## config.mk

```make
export PLATFORM = sky130hd
export DESIGN_NAME = lrr_norm_cell
export DESIGN_NICKNAME = d
export VERILOG_FILES = /design/src/rtl/core/lrr_pkg.sv /design/src/rtl/core/lrr_norm_cell.sv
export SDC_FILE = /design/constraint.sdc
export NUM_CORES = 1
export LEC_CHECK = 0
export ABC_AREA = 1
export BUFFER_PORTS_ARGS = -buffer_cell sky130_fd_sc_hd__buf_2
export CAP_MARGIN = 15
export CORE_MARGIN = 2
export CORE_UTILIZATION = 49
export CTS_CLUSTER_SIZE = 28
export DETAILED_ROUTE_END_ITERATION = 16
export HOLD_SLACK_MARGIN = 0.05
export PLACE_DENSITY = 0.92
export SYNTH_ARGS = -nofsm -noshare
export SYNTH_HDL_FRONTEND = slang
export SYNTH_SLANG_ARGS = --single-unit
```

## constraint.sdc

```tcl
create_clock -name i_clk -period 1.7 [get_ports i_clk]
set_input_delay 0.34 -clock i_clk [delete_from_list [all_inputs] [get_ports i_clk]]
set_output_delay 0.34 -clock i_clk [all_outputs]
set_load 0.02 [all_outputs]
```

## src/rtl/core/lrr_pkg.sv

```systemverilog
// Shared types, constants and the arctangent table of the line region rectangle block.
`default_nettype none
package lrr_pkg;

    localparam int SQRT_STEPS = 33;
    localparam int DIV_STEPS  = 33;
    localparam int NORM_STEPS = 6;

    localparam logic signed [18:0] HALF_PI_Q16 = 19'sd102944;
    localparam logic signed [32:0] LEVEL_LIMIT = 33'sd6;

    typedef enum logic [0:0] {
        REG_REGION_WIDTH = 1'b0,
        REG_LENGTH_RATIO = 1'b1
    } t_cfg_reg;

    // Geometry that rides along with the square root.
    typedef struct packed {
        logic               dx_zero;
        logic               dx_pos;
        logic               dy_nneg;
        logic               dy_zero;
        logic signed [32:0] sx;
        logic signed [32:0] sy;
        logic signed [57:0] rx;
        logic signed [57:0] ry;
        logic [32:0]        ux;
        logic [32:0]        uy;
    } t_geo;

    // What rides along with the normal divisions.
    typedef struct packed {
        logic               dx_zero;
        logic               dx_pos;
        logic               dy_nneg;
        logic               dy_zero;
        logic signed [32:0] sx;
        logic signed [32:0] sy;
        logic signed [57:0] rx;
        logic signed [57:0] ry;
        logic [31:0]        height;
    } t_mid;

    // Finished corners that ride along with the angle unit.
    typedef struct packed {
        logic [31:0] c0x;
        logic [31:0] c0y;
        logic [31:0] c1x;
        logic [31:0] c1y;
        logic [31:0] c2x;
        logic [31:0] c2y;
        logic [31:0] c3x;
        logic [31:0] c3y;
        logic [31:0] height;
        logic        level;
        logic        vert;
    } t_fin;

    // atan(2^-i) in Q2.30, truncated for indices 0 to 26 and rounded for 27 to 30.
    function automatic logic [31:0] atan_q30(input int unsigned idx);
        logic [31:0] v;
        unique case (idx)
            0:  v = 32'h3243F6A8;
            1:  v = 32'h1DAC6705;
            2:  v = 32'h0FADBAFC;
            3:  v = 32'h07F56EA6;
            4:  v = 32'h03FEAB76;
            5:  v = 32'h01FFD55B;
            6:  v = 32'h00FFFAAA;
            7:  v = 32'h007FFF55;
            8:  v = 32'h003FFFEA;
            9:  v = 32'h001FFFFD;
            10: v = 32'h000FFFFF;
            11: v = 32'h0007FFFF;
            12: v = 32'h0003FFFF;
            13: v = 32'h0001FFFF;
            14: v = 32'h0000FFFF;
            15: v = 32'h00007FFF;
            16: v = 32'h00003FFF;
            17: v = 32'h00001FFF;
            18: v = 32'h00000FFF;
            19: v = 32'h000007FF;
            20: v = 32'h000003FF;
            21: v = 32'h000001FF;
            22: v = 32'h000000FF;
            23: v = 32'h0000007F;
            24: v = 32'h0000003F;
            25: v = 32'h0000001F;
            26: v = 32'h0000000F;
            27: v = 32'h00000008;
            28: v = 32'h00000004;
            29: v = 32'h00000002;
            30: v = 32'h00000001;
            default: v = 32'h00000000;
        endcase
        return v;
    endfunction

endpackage
`default_nettype wire

```

## src/rtl/core/lrr_norm_cell.sv

```systemverilog
// One binary step of the vector normalization ahead of the angle unit.
`default_nettype none
module lrr_norm_cell import lrr_pkg::*; #(
    parameter int SHIFT = 1
) (
    input  wire logic               i_clk,
    input  wire logic               i_en,
    input  wire logic signed [41:0] i_x,
    input  wire logic signed [41:0] i_y,
    output logic signed [41:0]      o_x,
    output logic signed [41:0]      o_y
);
    localparam logic signed [73:0] LIMIT = 74'sd1 <<< 40;

    logic signed [73:0] n_xs;
    logic signed [73:0] n_ys;
    logic               n_ok;

    always_comb begin
        n_xs = 74'(i_x) <<< SHIFT;
        n_ys = 74'(i_y) <<< SHIFT;
        n_ok = (n_xs < LIMIT) && (n_ys < LIMIT) && (n_ys > -LIMIT);
    end

    always_ff @(posedge i_clk) begin
        if (i_en) begin
            o_x <= n_ok ? n_xs[41:0] : i_x;
            o_y <= n_ok ? n_ys[41:0] : i_y;
        end
    end
endmodule
`default_nettype wire

```

# Yosys cells after proc, flatten, opt, wreduce, memory -nomap -nowiden
# Index checks and enable logic that the tools add are counted.
dict set report totals {
  wordCells 11
  ff_bits 84
}
dict set report classes {
  n_reduce_logical 2
  magnitude_cmp 3
  n_mux 2
}
# operator n
set op_table {}
lappend op_table {{43-bit by 42-bit < comparator with 1-bit output (second input constant)} 2}
lappend op_table {{42-bit two-way mux} 2}
lappend op_table {{43-bit by 41-bit > comparator with 1-bit output (second input constant)} 1}
lappend op_table {{1-bit logical AND} 2}

# Longest topological paths before layout
# Gate-level depths: netlist (run 1).
dict set report depth {
  depth_word 4
  depth_mapped 10
  depth_no_buf 9
}

# Worst setup path after synthesis (run 1)
# OpenSTA, ideal clock, no wires.
dict set report synth_timing {
  kind {input -> register}
  from {input port i_y[0]}
  to {register o_x[10], data pin}
  t_required_ns 1.448
  path_buffers 2
  setup_slack_ns 0.252
  setup_ns 0.252
  path_stages 8
  arrival_ns 1.196
  path_cell_list {nor3_1 nand2_1 nor2_2 nand3_4 buf_6 buf_6 nand3_2 nand2_1}
}
dict set report synth_between {
  elab_chain_len 4
  elab_cells_between_ends 5
  classes_between {2 x order compare; 1 x mux; 2 x reduce/logical}
}
# element line_no
set synth_rtl {}
lappend synth_rtl {{from (decl)} lrr_norm_cell.sv:9} ;# input wire logic signed [41:0] i_y,
lappend synth_rtl {{43-bit by 42-bit < comparator with 1-bit output} lrr_norm_cell.sv:22} ;# n_ok = (n_xs < LIMIT) && (n_ys < LIMIT) && (n_ys > -LIMIT);
lappend synth_rtl {{1-bit logical AND} lrr_norm_cell.sv:22}
lappend synth_rtl {{1-bit logical AND *} lrr_norm_cell.sv:22}
lappend synth_rtl {{42-bit two-way mux *} lrr_norm_cell.sv:27} ;# o_x <= n_ok ? n_xs[41:0] : i_x;
lappend synth_rtl {{to (signal assigned)} lrr_norm_cell.sv:27}
lappend synth_rtl {{to (decl)} lrr_norm_cell.sv:10} ;# output logic signed [41:0] o_x,
# Every way passes the cells marked *; elsewhere a longest branch is shown, timed or not.
# A chain may end at the register's enable or synchronous reset.

# Final worst setup path (run 1)
dict set report layout_timing {
  from {input port i_y[27]}
  to {register o_x[13], data pin}
}
# Same word-level chain as after synthesis.

==> impl_metrics.json, run 1 <==
{
  "syn-num-nets": 493,
  "yosysSeqAreaShare_pct": 59.3,
  "clock_sinks": 84,
  "min_path_cells": 3,
  "portBuffers": 169,
  "syn_avg_cell_area_um2": 10.4,
  "grt_max_degree": 85,
  "viasPerCell": 4.99,
  "wire_per_inst_um": 14.3,
  "cap_viol_max_count": 0,
  "required_ns": 1.80,
  "yosys.area_share.xor_xnor_pct": 0,
  "dp_slack_ns": -0.169,
  "wirelength_um": 10400,
  "routabilityCongestion": 0.884,
  "power_w": 0.00518,
  "crit_arrival_ns": 1.60,
  "dp_hpwl_um": 7640,
  "power_leakage_nw": 2.75,
  "synthMuxAreaShare_pct": 0,
  "cpPeakStageDelay_ns": 0.29,
  "hold_viol_final": 0,
  "worst_path_max_delay_cell": "buf_4",
  "clk_pin_slew_ns": 0.09,
  "cp-start-kind": "input port",
  "dieArea_um2": 9440,
  "setup_ws_ns": 0.198,
  "rsz0062_at_grt": "no",
  "whs_ns": 0.279,
  "numCtsBuffers": 9,
  "start_util_pct": 51.2,
  "synth_compound_area_share_pct": 0.589,
  "drive_above_1_share_pct": 46.5,
  "use_met3_pct": 4.46,
  "powerDensity_nw_per_um2": 908,
  "fmax_mhz": 666,
  "use_met1_pct": 26.5,
  "hold_buffers": 0,
  "ctsResizeCount": 0,
  "die_w_um": 97.1,
  "htreeDepth": 3,
  "grt_busiest_layer": "met2",
  "setup_viol": 0,
  "peakVddDrop_mv": 0.496,
  "io_pins": 170,
  "holdPathEnd": "o_x[35]$_DFFE_PP_",
  "grt_pass1_vias": 3630,
  "crit_chain": "buf_2 > nor2_1 > nand3_1 > nor2_1 > nand3_4 > buf_4 > nand3_2 > nand2_1",
  "syn_inst": 407,
  "path_class": "input port to flip-flop",
  "status": "complete, no violations",
  "worstMarginPinSlew_ns": 0.452,
  "ys_warn_count": 0,
  "antenna_found_initial": 1,
  "use_met2_pct": 38.3,
  "post-route-period-util_pct": 88.4,
  "grt_pass1_wl_um": 16800,
  "fin_util_pct": 68.8,
  "dr_total_vias": 3615,
  "yosys.area_share.simple_pct": 32.9,
  "postCtsSetupRepairBufs": 0,
  "cts_tree": "done",
  "slew_viol_final": 0,
  "timing.critical_path.buf_inv": 2,
  "holdCritStartpoint": "i_x[35]",
  "synthAdderAreaFrac_pct": 0,
  "cp_max_fo": 14,
  "nFillCells": 633,
  "cts_buffer_depth": 2,
  "grt_overflow": 0,
  "route.detailed.drc": 0,
  "drt_iter0_markers": 160,
  "hp-class": "input port to flip-flop",
  "ant_nets": 0,
  "die_h_um": 97.1,
  "syn-cell-area_um2": 4250,
  "crit_path_end_kind": "flip-flop",
  "diodes": 0,
  "rows": 33,
  "synth_top_family_by_area": "simple AND/OR/NAND/NOR gates",
  "max-slew-margin-rel_pct": 69.9,
  "fin_crit_ns": 1.50,
  "area_growth_pct": 34.4,
  "cpMostUsedCell": "nor2_1",
  "layout.nets": 701,
  "ys_types": 20,
  "grt_use_total_pct": 21.8,
  "fin_tns_setup_ns": 0,
  "core_um2": 8300,
  "ys_seq_elements": 84,
  "drt_first_pass_iters": 4,
  "cts-root-buf": "clkbuf_8",
  "crit_family": "simple AND/OR/NAND/NOR gates"
}
==> state kept, by name, summed over array words and instances (netlist names) <==
| signal | flops |
|---|---|
| o_x | 42 |
| o_y | 42 |
==> per-stage QoR <==
stage | instances | instance area (um2)
final | 725 | 5710
after global routing | 725 | 5710
after CTS | 725 | 5710
after detailed placement | 709 | 5490
after global placement | 709 | 5490
after floorplan | 407 | 4250
==> synth_stat cells <==
| cell type | count | area share, % |
|---|---|---|
| a21boi_0 | 2 | 0.35 |
| and2_0 | 1 | 0.15 |
| and2_1 | 1 | 0.15 |
| buf_2 | 4 | 0.47 |
| buf_4 | 5 | 0.88 |
| buf_6 | 17 | 4.5 |
| clkbuf_1 | 2 | 0.18 |
| edfxtp_1 | 84 | 59 |
| inv_1 | 12 | 1.1 |
| inv_2 | 1 | 0.088 |
| nand2_1 | 170 | 15 |
| nand2_4 | 1 | 0.26 |
| nand3_1 | 42 | 4.9 |
| nand3_2 | 41 | 9.7 |
| nand3_4 | 1 | 0.41 |
| nor2_1 | 17 | 1.5 |
| nor2_2 | 2 | 0.29 |
| nor2_4 | 1 | 0.26 |
| nor3_1 | 2 | 0.24 |
| o22a_2 | 1 | 0.24 |
==> kinds of logic (layout without fill, tap and decap cells) <==
| group | Yosys count | in the layout |
|---|---|---|
| AOI/OAI and AO/OA | 3 | 3 |
| buffers and inverters | 41 | 254 |
| DFF | 84 | 84 |
| and+or+nand+nor | 279 | 279 |
==> power breakdown <==
part	switching, W	internal, W	total (W)
logic	0.000641	0.000389	0.00103
registers	0.0000527	0.00252	0.00257
clock network	0.000743	0.000839	0.00158
total	0.00144	0.00375	0.00518
==> worst max path at each step <==
stage                     slack, ns    start  cells after the start                 to
final                          0.20  i_y[27]                      8  o_x[13]$_DFFE_PP_
after global routing           0.09  i_y[27]                      9  o_x[12]$_DFFE_PP_
after CTS                      0.20  i_y[27]                      9  o_x[28]$_DFFE_PP_
after detailed placement      -0.17  i_y[27]                      8  o_x[13]$_DFFE_PP_
after global placement        -0.13  i_y[27]                      8  o_x[15]$_DFFE_PP_
after floorplan                0.25   i_y[0]                      8  o_x[10]$_DFFE_PP_
==> layout by cell type (no fill, tap or decap) <==
cell       count
nor2_2         2
nand3_4        1
o22a_4         1
inv_2          1
buf_2        168
nand2_1      170
a21boi_0       2
inv_1         12
and2_0         1
edfxtp_1      84
clkinv_4       1
inv_6          1
clkinv_2       1
buf_4         50
clkbuf_8       9
nand3_1       42
and2_1         1
inv_8          1
nand2_4        1
nand3_2       41
nor3_1         2
buf_12         7
clkinv_1       1
nor2_4         1
nor2_1        17
bufinv_16      2
==> final cells by class <==
cell class	count	area (um2)	share of cell area, %
Sequential cell	84	2520	44.2
Clock inverter	7	97.6	1.71
Tap cell	105	131	2.30
Multi-Input combinational cell	282	1430	25.0
Clock buffer	9	124	2.17
Inverter	13	48.8	0.855
Timing Repair Buffer	225	1360	23.8
==> layer usage <==
metal	share of wire (%)	up-vias
met4	1.7	2
met5	0.13	-
met2	52	143
met3	6.4	20
met1	40	1667
li1	-	1783
==> worst min-delay path, stage by stage <==
cell and delay (ns):
buf_2 0.09, nand2_1 0.05, nand2_1 0.04
Note: power is estimated with default switching activity, not from simulation.
==> run 2: changes to the inputs <==
--- a/config.mk
+++ b/config.mk
@@ -9,11 +9,11 @@
 export BUFFER_PORTS_ARGS = -buffer_cell sky130_fd_sc_hd__buf_2
 export CAP_MARGIN = 15
 export CORE_MARGIN = 2
-export CORE_UTILIZATION = 49
+export CORE_UTILIZATION = 46
 export CTS_CLUSTER_SIZE = 28
 export DETAILED_ROUTE_END_ITERATION = 16
 export HOLD_SLACK_MARGIN = 0.05
-export PLACE_DENSITY = 0.92
+export PLACE_DENSITY = 0.87
 export SYNTH_ARGS = -nofsm -noshare
 export SYNTH_HDL_FRONTEND = slang
 export SYNTH_SLANG_ARGS = --single-unit
==> impl_metrics.json, run 2 (synthesis gave the netlist of run 1 again) <==
{
  "cts_buffer_depth": 2,
  "peakVddDrop_mv": 0.366,
  "grt_pass1_vias": 3448,
  "rows": 35,
  "dp_slack_ns": -0.124,
  "grt_pass1_wl_um": 15900,
  "antenna_found_initial": 0,
  "hold_viol_final": 0,
  "max-slew-margin-rel_pct": 69.7,
  "crit_path_end_kind": "flip-flop",
  "io_pins": 170,
  "setup_ws_ns": 0.296,
  "route.detailed.drc": 0,
  "slew_viol_final": 0,
  "path_class": "input port to flip-flop",
  "grt_overflow": 0,
  "wire_per_inst_um": 14.1,
  "postCtsSetupRepairBufs": 0,
  "multi_input_area_um2": 1430,
  "core_um2": 9110,
  "final_cell_mix": "nand2_1 (170), buf_2 (168), edfxtp_1 (84), nand3_1 (42), nand3_2 (41)",
  "power_leakage_nw": 2.61,
  "clock_sinks": 84,
  "hp-class": "input port to flip-flop",
  "mostFrequentLayoutCell": "nand2_1",
  "p_sw_w": 0.00138,
  "cp-start-kind": "input port",
  "setup_viol": 0,
  "holdPathEnd": "o_y[40]$_DFFE_PP_",
  "drt_first_pass_iters": 4,
  "seqCellArea_um2": 2520,
  "min_path_cells": 1,
  "reg.largest.list": "o_x x42, o_y x42",
  "worstMarginPinSlew_ns": 0.455,
  "use_met1_pct": 24.8,
  "use_met2_pct": 34.3,
  "cp_max_fo": 16,
  "p_seq_share_pct": 53.8,
  "dr_total_vias": 3518,
  "portBuffers": 169,
  "routabilityCongestion": 0.830,
  "grt_max_degree": 85,
  "required_ns": 1.91,
  "wirelength_um": 10000,
  "ant_nets": 0,
  "viasPerCell": 4.97,
  "fmax_mhz": 712,
  "rsz0062_at_grt": "no",
  "dp_hpwl_um": 7370,
  "drive_above_1_share_pct": 44.6,
  "layout.nets": 680,
  "htreeDepth": 3,
  "grt_use_total_pct": 20.2,
  "crit_arrival_ns": 1.61,
  "postLayoutCellArea_um2": 5490,
  "fin_crit_ns": 1.40,
  "hold_buffers": 0,
  "drt_iter0_markers": 183,
  "cts-root-buf": "clkbuf_8",
  "nFillCells": 772,
  "dieArea_um2": 10000,
  "status": "complete, no violations",
  "place_area_um2": 5340,
  "use_met3_pct": 5.15,
  "diodes": 0,
  "holdCritStartpoint": "i_y[40]",
  "start_util_pct": 46.7,
  "clk_pin_slew_ns": 0.09,
  "numCtsBuffers": 9,
  "grt_busiest_layer": "met2",
  "cts_tree": "done",
  "comb_power_share_pct": 20.9,
  "cap_viol_max_count": 0,
  "fin_util_pct": 60.3,
  "area_growth_pct": 29.3,
  "p_int_w": 0.00339,
  "die_h_um": 100,
  "critPathLaunch": "i_y[28]",
  "post-route-period-util_pct": 82.6,
  "die_w_um": 100,
  "ctsResizeCount": 0,
  "pwr-share-clk_pct": 25.2,
  "powerDensity_nw_per_um2": 868,
  "swShare_pct": 28.9
}
[run 2: cell types whose count changed in the layout (fill, tap and decap cells not counted)]
cell,delta
inv_8,-1
inv_6,-1
bufinv_16,-2
clkinv_1,-1
buf_4,-21
clkinvlp_4,+1
clkinv_2,+2
[run 2: per-layer routing]
layer  up-vias  routed length (um)
met4         0                 266
met1      1612                4080
met5         -                   0
li1       1735                   -
met2       148                4950
met3        23                 714
[run 2: how the worst max path moves through the flow]
stage,endpoint,cells after the start
floorplan,o_x[10]$_DFFE_PP_,8
global placement,o_x[39]$_DFFE_PP_,8
detailed placement,o_y[25]$_DFFE_PP_,9
CTS,o_y[25]$_DFFE_PP_,9
global route,o_x[2]$_DFFE_PP_,9
finish,o_y[25]$_DFFE_PP_,9
[run 2: power groups by stage]
stage / Sequential [W] / Clock [W] / Combinational [W]
5_1_grt: 0.00259 / 0.00131 / 0.00109
2_1_floorplan: 0.00288 / 0 / 0.000271
6_report: 0.00257 / 0.00120 / 0.000999
3_3_place_gp: 0.00261 / 0 / 0.000979
4_1_cts: 0.00257 / 0.00124 / 0.00101
3_5_place_dp: 0.00262 / 0 / 0.00100
[run 2: cell type report]
cell class / count / area share (%)
sequential: 84 / 45.9
inverter: 13 / 0.888
clock inverter: 5 / 0.569
timing repair buffer: 204 / 21.8
tap: 111 / 2.53
clock buffer: 9 / 2.25
multi-input combinational: 282 / 26.0
[run 2: critical path, stage by stage]
cell and delay (ns):
buf_2 0.11, nor2_1 0.13, nand3_1 0.10, nor2_1 0.25
nand3_4 0.17, nand2_4 0.14, buf_4 0.21, nand2_1 0.08
nand2_1 0.07
[run 2: metrics by stage]
stage,power [W],hold WS (ns),setup TNS (ns),instances
floorplan,0.00315,0.452,0,407
global placement,0.00359,0.548,-4.21,694
detailed placement,0.00362,0.554,-6.58,694
CTS,0.00482,0.172,0,708
global route,0.00498,0.168,0,708
finish,0.00477,0.192,0,708
==> run 3: changes to the inputs <==
==> constraint.sdc (replaced) <==
create_clock -name i_clk -period 1.3 [get_ports i_clk]
set_input_delay 0.26 -clock i_clk [delete_from_list [all_inputs] [get_ports i_clk]]
set_output_delay 0.26 -clock i_clk [all_outputs]
set_load 0.02 [all_outputs]
==> impl_metrics.json, run 3 (synthesis gave the netlist of run 1 again) <==
{
  "dr_total_vias": 3778,
  "pwr-share-clk_pct": 29.2,
  "hold_buffers": 0,
  "diodes": 0,
  "fin_util_pct": 66.0,
  "routabilityCongestion": 0.843,
  "die_w_um": 100,
  "dp_hpwl_um": 7790,
  "final_cell_mix": "buf_2 (168), nand2_1 (165), edfxtp_1 (84), nand3_2 (42), buf_4 (42)",
  "worst_path_max_delay_cell": "clkbuf_16",
  "p_seq_share_pct": 49.5,
  "cpPeakStageDelay_ns": 0.19,
  "p_sw_w": 0.00188,
  "worstMarginPinSlew_ns": 0.253,
  "finalNonFillerCells": 738,
  "seqCellArea_um2": 2520,
  "path_class": "input port to flip-flop",
  "cp_max_fo": 16,
  "cts-root-buf": "clkbuf_8",
  "clock_sinks": 84,
  "grt_max_degree": 45,
  "nFillCells": 722,
  "portBuffers": 169,
  "layout.nets": 709,
  "wl_met1_um": 4520,
  "viasPerCell": 5.12,
  "grt_use_total_pct": 21.5,
  "fmax_mhz": 783,
  "dieArea_um2": 10000,
  "cts_tree": "done",
  "core_um2": 9110,
  "cp-start-kind": "input port",
  "wirelength_um": 11700,
  "rows": 35,
  "die_h_um": 100,
  "route.met3.wl_um": 1020,
  "mostFrequentLayoutCell": "buf_2",
  "drt_first_pass_iters": 5,
  "cts_buffer_depth": 2,
  "crit_path_end_kind": "flip-flop",
  "swShare_pct": 27.6,
  "route.met2.wl_um": 5940,
  "drt_iter0_markers": 145,
  "postLayoutCellArea_um2": 6010,
  "io_pins": 170,
  "clk_pin_slew_ns": 0.09,
  "fin_tns_setup_ns": 0,
  "hold_viol_final": 0,
  "hp-class": "input port to flip-flop",
  "power_leakage_nw": 2.87,
  "comb_power_share_pct": 21.3,
  "grt_overflow": 0,
  "p_int_w": 0.00491,
  "crit_arrival_ns": 1.39,
  "antenna_found_initial": 0,
  "slew_viol_final": 0,
  "status": "complete, no violations",
  "crit_chain": "buf_2 > nor2_1 > nand3_1 > nor2_4 > nand3_4 > buf_12 > clkbuf_16 > nand3_1 > nand2_1",
  "grt_pass1_vias": 3611,
  "htreeDepth": 3,
  "place_area_um2": 5490,
  "area_growth_pct": 41.5,
  "top_layer": "met4",
  "max-slew-margin-rel_pct": 83.1,
  "route.detailed.drc": 0,
  "rsz0062_at_grt": "yes",
  "required_ns": 1.41,
  "peakVddDrop_mv": 0.560,
  "wire_per_inst_um": 15.9,
  "crit_family": "simple AND/OR/NAND/NOR gates",
  "powerDensity_nw_per_um2": 1130,
  "setup_viol": 0,
  "ant_nets": 0,
  "fin_crit_ns": 1.28,
  "post-route-period-util_pct": 98.2,
  "drive_above_1_share_pct": 49.1,
  "cpMostUsedCell": "nand3_1",
  "grt_pass1_wl_um": 17000,
  "numCtsBuffers": 9,
  "start_util_pct": 46.7,
  "multi_input_area_um2": 1500,
  "place_inst": 711,
  "cap_viol_max_count": 0,
  "timing.critical_path.buf_inv": 3,
  "reg.largest.list": "o_x x42, o_y x42"
}
run 3: cell count changes in the layout (fill, tap and decap cells not counted), moves of 3 or more:
| cell | change |
|---|---|
| clkbuf_16 | +7 |
| nand2_1 | -5 |
| buf_12 | +4 |
| buf_4 | +13 |
| nor2_1 | -4 |
| buf_6 | +4 |
| nand2_2 | +5 |
| nor2_4 | +3 |
run 3: timing repair:
item | CTS | global route
setup buffers | 0 | 1
gates resized for setup | 2 | 21
pin swaps | 0 | 9
cloned | 0 | 11
setup endpoints to repair | 42 | 82
run 3: power groups by stage:
stage          logic, W  registers [W]  clock network (W)
6_report        0.00145        0.00336            0.00198
5_1_grt         0.00157        0.00338            0.00213
4_1_cts         0.00137        0.00336            0.00203
3_5_place_dp    0.00137        0.00342                  0
3_3_place_gp    0.00133        0.00341                  0
2_1_floorplan  0.000355        0.00377                  0
run 3: layer usage:
| metal | vias up | track usage (%) |
|---|---|---|
| met1 | 1778 | 25.2 |
| met4 | 0 | 7.27 |
| met5 | - | 0 |
| met2 | 169 | 38.2 |
| met3 | 25 | 5.92 |
| li1 | 1806 | - |
run 3: final cells by class:
class / instances / share of cell area (%)
clock inverters: 6 / 1.33
inverters: 13 / 0.811
clock buffers: 9 / 2.06
repair buffers: 232 / 26.6
flip-flops and latches: 84 / 41.9
well taps: 111 / 2.31
multi-input cells: 283 / 25.0
run 3: per-stage QoR:
step                      worst slack (ns)  hold slack [ns]  power, W
after floorplan                    -0.0660            0.372   0.00412
after global placement              -0.492            0.475   0.00474
after detailed placement            -0.460            0.475   0.00479
after CTS                           0.0111            0.110   0.00676
after global routing               -0.0286            0.122   0.00709
final                               0.0235            0.140   0.00679
run 3: final timing paths:
| check | from | endpoint | slack (ns) | cells after the start |
|---|---|---|---|---|
| max | i_y[27] | o_y[12]$_DFFE_PP_ | 0.02 | 9 |
| min | i_y[41] | o_y[41]$_DFFE_PP_ | 0.14 | 1 |
